===== src/rtl/upd_pkg.sv =====
// Package for the percent decoder: character codes, phase codes, result types
// and hex helpers. No dependencies.
`default_nettype none

package upd_pkg;

    // Character codes
    localparam logic [7:0] PCT_CHAR   = 8'h25;
    localparam logic [7:0] PLUS_CHAR  = 8'h2B;
    localparam logic [7:0] SPACE_CHAR = 8'h20;

    // Decode phase codes
    localparam logic [1:0] PHASE_PLAIN = 2'd0;
    localparam logic [1:0] PHASE_PCT   = 2'd1;
    localparam logic [1:0] PHASE_DIGIT = 2'd2;

    // One output word
    typedef struct packed {
        logic [7:0] data;
        logic       last;
    } word_t;

    // Up to three words caused by one input byte
    typedef struct packed {
        logic [1:0] cnt;
        word_t      w0;
        word_t      w1;
        word_t      w2;
    } res_t;

    function automatic logic is_hex(input logic [7:0] b);
        logic res;
        res = ((b >= 8'h30) && (b <= 8'h39)) || ((b >= 8'h41) && (b <= 8'h46)) ||
              ((b >= 8'h61) && (b <= 8'h66));
        return res;
    endfunction

    function automatic logic [3:0] hex_val(input logic [7:0] b);
        logic [7:0] v;
        v = 8'h00;
        if ((b >= 8'h30) && (b <= 8'h39))
        begin
            v = b - 8'h30;
        end
        else if ((b >= 8'h41) && (b <= 8'h46))
        begin
            v = b - 8'h37;
        end
        else if ((b >= 8'h61) && (b <= 8'h66))
        begin
            v = b - 8'h57;
        end
        return v[3:0];
    endfunction

endpackage

`default_nettype wire


===== src/rtl/upd_decode.sv =====
// Decode step: phase and held digit registers plus the logic that turns one
// byte into zero to three words. Depends on upd_pkg.
`default_nettype none

module upd_decode
    import upd_pkg::*;
(
    input  wire logic       clk,
    input  wire logic       rst_n,
    input  wire logic       advance,   // consume the byte below this cycle
    input  wire logic [7:0] cur_byte,
    input  wire logic       cur_last,
    output res_t            res
);

    logic [1:0] phase_reg, phase_next;
    logic [7:0] held_reg, held_next;

    logic       p_emit;
    word_t      p_word;
    logic [1:0] p_phase;
    logic       cur_hex;

    // Plain-phase handling of the current byte
    always_comb
    begin
        p_emit  = 1'b1;
        p_word  = '{data: cur_byte, last: cur_last};
        p_phase = PHASE_PLAIN;
        if (cur_byte == PCT_CHAR)
        begin
            if (cur_last)
            begin
                p_word = '{data: PCT_CHAR, last: 1'b1};
            end
            else
            begin
                p_emit  = 1'b0;
                p_phase = PHASE_PCT;
            end
        end
        else if (cur_byte == PLUS_CHAR)
        begin
            p_word = '{data: SPACE_CHAR, last: cur_last};
        end
    end

    assign cur_hex = is_hex(cur_byte);

    // Build the words and the next phase
    always_comb
    begin
        res        = '0;
        phase_next = phase_reg;
        held_next  = held_reg;
        case (phase_reg)
            PHASE_PCT:
            begin
                if (cur_hex)
                begin
                    if (cur_last)
                    begin
                        res.w0     = '{data: PCT_CHAR, last: 1'b0};
                        res.w1     = '{data: cur_byte, last: 1'b1};
                        res.cnt    = 2'd2;
                        phase_next = PHASE_PLAIN;
                    end
                    else
                    begin
                        held_next  = cur_byte;
                        phase_next = PHASE_DIGIT;
                    end
                end
                else
                begin
                    // broken sequence: flush the percent, then the byte afresh
                    res.w0     = '{data: PCT_CHAR, last: 1'b0};
                    res.w1     = p_word;
                    res.cnt    = p_emit ? 2'd2 : 2'd1;
                    phase_next = p_phase;
                end
            end
            PHASE_DIGIT:
            begin
                if (cur_hex)
                begin
                    res.w0     = '{data: {hex_val(held_reg), hex_val(cur_byte)},
                                   last: cur_last};
                    res.cnt    = 2'd1;
                    phase_next = PHASE_PLAIN;
                end
                else
                begin
                    res.w0     = '{data: PCT_CHAR, last: 1'b0};
                    res.w1     = '{data: held_reg, last: 1'b0};
                    res.w2     = p_word;
                    res.cnt    = p_emit ? 2'd3 : 2'd2;
                    phase_next = p_phase;
                end
            end
            default:
            begin
                res.w0     = p_word;
                res.cnt    = p_emit ? 2'd1 : 2'd0;
                phase_next = p_phase;
            end
        endcase
    end

    // Update state only when the byte is consumed
    always_ff @(posedge clk or negedge rst_n)
    begin
        if (!rst_n)
        begin
            phase_reg <= PHASE_PLAIN;
            held_reg  <= 8'h00;
        end
        else if (advance)
        begin
            phase_reg <= phase_next;
            held_reg  <= held_next;
        end
    end

endmodule

`default_nettype wire


===== src/rtl/upd_outbuf.sv =====
// Result register: three fixed word slots that drain one word per cycle while m_tready is high.
// Depends on upd_pkg.
`default_nettype none

module upd_outbuf
    import upd_pkg::*;
(
    input  wire logic       clk,
    input  wire logic       rst_n,
    input  wire logic       load,
    input  wire res_t       res,
    output logic            can_load,
    output logic            m_tvalid,
    input  wire logic       m_tready,
    output logic [7:0]      m_tdata,
    output logic            m_tlast
);

    logic [1:0] cnt_reg, cnt_next;
    word_t      s0_reg, s0_next;
    word_t      s1_reg, s1_next;
    word_t      s2_reg, s2_next;
    logic       pop;

    assign pop      = m_tvalid && m_tready;
    assign can_load = (cnt_reg == 2'd0) || ((cnt_reg == 2'd1) && pop);

    // Load a fresh set of words or shift toward slot 0
    always_comb
    begin
        cnt_next = cnt_reg;
        s0_next  = s0_reg;
        s1_next  = s1_reg;
        s2_next  = s2_reg;
        if (load)
        begin
            cnt_next = res.cnt;
            s0_next  = res.w0;
            s1_next  = res.w1;
            s2_next  = res.w2;
        end
        else if (pop)
        begin
            cnt_next = cnt_reg - 2'd1;
            s0_next  = s1_reg;
            s1_next  = s2_reg;
        end
    end

    always_ff @(posedge clk or negedge rst_n)
    begin
        if (!rst_n)
        begin
            cnt_reg <= 2'd0;
        end
        else
        begin
            cnt_reg <= cnt_next;
        end
    end

    always_ff @(posedge clk)
    begin
        s0_reg <= s0_next;
        s1_reg <= s1_next;
        s2_reg <= s2_next;
    end

    assign m_tvalid = (cnt_reg != 2'd0);
    assign m_tdata  = s0_reg.data;
    assign m_tlast  = s0_reg.last;

endmodule

`default_nettype wire


===== src/rtl/url_percent_decoder.sv =====
// Percent decoder for form-urlencoded text: one encoded byte per word in, one
// decoded byte per word out; '%' plus two hex digits becomes one byte, '+'
// becomes a space, broken or cut-off sequences pass through literally. A byte
// passes through the input register, then the result register, on its way to
// the output. Throughput is one byte per cycle while each byte yields at most
// one word and the output is not stalled; a byte that yields two or three words
// (a broken or cut-off sequence) holds the input while the result register drains.
// Depends on upd_pkg, upd_decode and upd_outbuf.
`default_nettype none

module url_percent_decoder
    import upd_pkg::*;
(
    input  wire logic       clk,
    input  wire logic       rst_n,
    input  wire logic       s_tvalid,
    output logic            s_tready,
    input  wire logic [7:0] s_tdata,   // [7:0] in_byte
    input  wire logic       s_tlast,   // in_last
    output logic            m_tvalid,
    input  wire logic       m_tready,
    output logic [7:0]      m_tdata,   // [7:0] out_byte
    output logic            m_tlast    // out_last
);

    logic       in_valid_reg, in_valid_next;
    logic [7:0] in_byte_reg;
    logic       in_last_reg;
    logic       can_load;
    logic       advance;
    res_t       res;

    // Consume the held byte once the result register can take its words
    assign advance  = in_valid_reg && can_load;
    assign s_tready = !in_valid_reg || advance;

    always_comb
    begin
        in_valid_next = in_valid_reg;
        if (s_tready)
        begin
            in_valid_next = s_tvalid;
        end
    end

    always_ff @(posedge clk or negedge rst_n)
    begin
        if (!rst_n)
        begin
            in_valid_reg <= 1'b0;
        end
        else
        begin
            in_valid_reg <= in_valid_next;
        end
    end

    // Capture the input word
    always_ff @(posedge clk)
    begin
        if (s_tvalid && s_tready)
        begin
            in_byte_reg <= s_tdata;
            in_last_reg <= s_tlast;
        end
    end

    upd_decode u_decode (
        .clk      (clk),
        .rst_n    (rst_n),
        .advance  (advance),
        .cur_byte (in_byte_reg),
        .cur_last (in_last_reg),
        .res      (res)
    );

    upd_outbuf u_outbuf (
        .clk      (clk),
        .rst_n    (rst_n),
        .load     (advance),
        .res      (res),
        .can_load (can_load),
        .m_tvalid (m_tvalid),
        .m_tready (m_tready),
        .m_tdata  (m_tdata),
        .m_tlast  (m_tlast)
    );

endmodule

`default_nettype wire


===== config.mk =====
export PLATFORM = sky130hd
export DESIGN_NAME = url_percent_decoder
export DESIGN_NICKNAME = d
export VERILOG_FILES = /design/src/rtl/upd_pkg.sv /design/src/rtl/upd_decode.sv /design/src/rtl/upd_outbuf.sv /design/src/rtl/url_percent_decoder.sv
export SDC_FILE = /design/constraint.sdc
export NUM_CORES = 1
export LEC_CHECK = 0
export ABC_AREA = 1
export BUFFER_PORTS_ARGS = -buffer_cell sky130_fd_sc_hd__buf_4
export CAP_MARGIN = 25
export CORE_UTILIZATION = 35
export DETAILED_ROUTE_END_ITERATION = 16
export GPL_TIMING_DRIVEN = 0
export MAX_ROUTING_LAYER = met4
export PLACE_DENSITY = 0.61
export SKIP_LAST_GASP = 1
export SLEW_MARGIN = 20
export SYNTH_ARGS = -nofsm -noshare
export SYNTH_HDL_FRONTEND = slang
export SYNTH_SLANG_ARGS = --single-unit

===== constraint.sdc =====
create_clock -name clk -period 2.15 [get_ports clk]
set_input_delay 0.43 -clock clk [delete_from_list [all_inputs] [get_ports clk]]
set_output_delay 0.43 -clock clk [all_outputs]
set_load 0.01 [all_outputs]

==> key figures <==
GRT
  • All-Layer GR Usage: 15.75%
  • Largest net degree at the start of global routing: 19
  • Met1 usage: 20.95%
  • Grt met2 use: roughly 25%
  • Congestion Overflow GR: 0
  • Grt met3 use: 3.892%
  • Initial antenna violation count: 0
  • Grt peak-use layer: met2
  • First-pass GRT wire length: 9591 um
  • Number of global-route vias before repair: 1899

Clock network
  • Max Root-Sink Buffers: 2
  • Reg clk slew, reported paths: ~0.09 ns
  • CTS tree: yes
  • Clock sinks: 49
  • CTS Buf Count: 5
  • Root Buffer: clkbuf_8
  • Worst-Skew Late Latency: 0.31 ns
  • Max H-tree Level: 2

Placement
  • Port bufs: 23
  • HPWL Detailed: 4343 um
  • Placed Area: 3003 um2
  • Post-placement cell count: ~430
  • GPL Wtd Cong: 0.8978
  • Dpl ws: -0.2004 ns

Finish
  • Fraction of layout cells with a size suffix above 1: 17.61%
  • Finished layout cell area: 3191 um2
  • Area of the multi-input gates: 1126 um2
  • Storage element area: about 1400 um2
  • Area grow syn2layout: 17.89%
  • Nets: approximately 380
  • Fillers: 755
  • # diodes: 0
  • Non-Filler Instances: 451

Timing
  • Fin worst setup slack: 0.1213 ns
  • Final worst path period share: 94.36%
  • Clk_skew: 0.007918 ns
  • RSZ-0062 raised after global routing: yes
  • Max Fclk: 492.9 MHz
  • Worst Tran Pin Value: between 0.5 and 0.6 ns
  • Relative slew margins: between 60 and 70%
  • Setup_tns: 0 ns
  • Fin Hold WS: roughly 0.29 ns
  • Fin crit period: 2.029 ns
  • Final setup violation count: 0
  • Hold Violations, Final: 0
  • Slew Limit Fails: 0

Logic synthesis
  • Count leader, synth: nand2_1
  • Post-synth EDFFs: 36
  • Synthesized Nets: 336
  • Sequential element share of the synthesized area: slightly above 50%
  • Yosys reg bits: 49
  • Ys Warns: 0
  • Top post-synthesis cells by area: edfxtp_1 (40%), nand2_1 (14%), dfrtp_1 (12%)
  • Biggest area consumer among synthesized cells: edfxtp_1
  • Post-Syn Area: ~2700 um2
  • Commonest cells in the netlist: nand2_1 (98), edfxtp_1 (36), inv_1 (34), nor2_1 (24)
  • Primary FF master, synth: edfxtp_1
  • Async SR Flop Fraction: 26.53%
  • Distinct cells, synth: 31
  • Post-synthesis instance total: 311
  • Syn_area_per_cell: 8.702 um2
  • Share of the synthesized area in the top cell type: 39.94%

Run status
  • Outcome: finished clean

Routing
  • Drt pass-1 iters: 4
  • # DRC: 0
  • Post-DR vias/cell: 4.725
  • DRT iter0 DRCs: around 150
  • WL final: slightly below 6000 um
  • DR vias: 2131
  • Wirelength per Cell: 13.11 um
  • Post-route ant nets: 0

Floorplanning
  • I/O pin cnt: 24
  • # rows: 31
  • Die area: 8088 um2
  • Starting density of the core: 36.72%
  • Die width: 89.94 um
  • Chip height: around 90 um
  • Core box area: approximately 7400 um2

Critical path
  • R2R Setup Slk: ~0.12 ns
  • R2R depth: 9
  • CP Launch Type: flip-flop
  • Crit end category: flip-flop
  • Data arrival, critical path: between 2 and 2.5 ns
  • Crit path from: u_outbuf.cnt_reg[0]$_DFFE_PN0P_
  • Crit path kind: flip-flop to flip-flop
  • RR Endpoint: u_outbuf.cnt_reg[1]$_DFFE_PN0P_
  • Req. time, crit path: 2.36 ns
  • Worst-path fanout max: 18
  • Reg-to-reg startpoint: u_outbuf.cnt_reg[0]$_DFFE_PN0P_
  • End of the critical path: u_outbuf.cnt_reg[1]$_DFFE_PN0P_

Pwr
  • Pwr/cell area: 1177 nW/um2
  • Max rail drop VDD: ~650 uV
  • Leakage: 1.396 nW

Min path
  • Hold Path Class: input pin to flip-flop

Flow run
  • Max-cap violations: 0
-- worst min-delay path by stage --
| stage | to | start | cells past startpoint | slack, ns |
|---|---|---|---|---|
| 5_1_grt | in_byte_reg[6]$_DFFE_PP_ | s_tdata[6] | 1 | 0.27 |
| 4_1_cts | in_byte_reg[6]$_DFFE_PP_ | s_tdata[6] | 1 | 0.29 |
| 2_1_floorplan | in_valid_reg$_DFFE_PN0N_ | rst_n | 0 | 0.13 |
| 6_report | in_byte_reg[6]$_DFFE_PP_ | s_tdata[6] | 1 | 0.29 |
| 3_5_place_dp | u_decode.held_reg[1]$_DFFE_PN0P_ | rst_n | 1 | 0.29 |
| 3_3_place_gp | u_decode.held_reg[3]$_DFFE_PN0P_ | rst_n | 1 | 0.29 |
-- cell type report --
type / instances / share of cell area (%)
well taps: 99 / 3.882
repair buffers: 32 / 7.608
repair inverters: 1 / 0.2353
plain buffers: 7 / 1.451
inverters: 38 / 4.745
flip-flops and latches: 49 / 44.08
multi-input cells: 217 / 35.29
clock buffers: 5 / 2.157
clock inverters: 3 / 0.5490
-- per-layer routing --
metal / vias up / routed length (um)
met1: 974 / 2868
met5: - / 0
li1: 1096 / -
met3: 9 / 281
met2: 52 / 2659
met4: 0 / 105
-- report_power, final --
group | internal (mW) | switching, mW | leakage (nW)
clock | 0.225 | 0.311 | 0.0455
combinational | 0.566 | 0.985 | 0.826
sequential | 1.50 | 0.165 | 0.524
total | 2.30 | 1.46 | 1.40
-- metrics by stage --
stage	total power, mW	util [%]
final	3.757	43.29
after detailed placement	3.100	40.75
after CTS	3.721	42.56
after global placement	3.075	40.75
after floorplan	2.605	-
after global routing	4.042	43.29
-- critical path, stage by stage (launching register included) --
cell and delay [ns]:
dfrtp_1 0.38, inv_1 0.06, ha_1 0.20, a21oi_1 0.18, nor2_1 0.09, clkbuf_4 0.25
a21oi_4 0.26, clkinvlp_4 0.29, nor2_1 0.15, a21oi_1 0.05
-- cell families (layout without fill, tap and decap cells) --
| group | Yosys count | after routing | synth area share, % |
|---|---|---|---|
| flip-flops | 49 | 49 | 51.96 |
| adder cells (fa/ha/maj) | 12 | 12 | 5.548 |
| XOR/XNOR | 2 | 2 | 0.6474 |
| AND/OR/NAND/NOR | 155 | 155 | 25.52 |
| AO/OA/AOI/OAI | 48 | 48 | 9.339 |
| buffers and inverters | 45 | 86 | 6.981 |
-- cells in the final DEF, fill, tap and decap left out, drive strengths merged --
cell type    netlist  final
o211ai             1      1
inv               37     37
nand2            104    104
a22oi              1      1
xor2               2      2
nor2              26     26
clkinv             1      3
a22o               1      1
a21oi             19     19
buf                3     33
clkbuf             4     10
nand3             17     17
nor3               2      2
nand3b             2      2
ha                12     12
clkinvlp           0      2
dlygate4sd3        0      1
nand4              4      4
o21ai             26     26
dfrtp             13     13
edfxtp            36     36
-- repair_timing --
| item | 4_1_cts | 5_1_grt |
|---|---|---|
| setup endpoints to repair | 21 | 28 |
| setup buffers | 2 | 6 |
| resized for setup | 6 | 4 |
| cloned | 1 | 0 |
| hold buffers | 1 | 0 |
| hold endpoints to repair | 13 | 0 |
| pin swaps | 0 | 1 |
(Power assumes the default switching activity.)
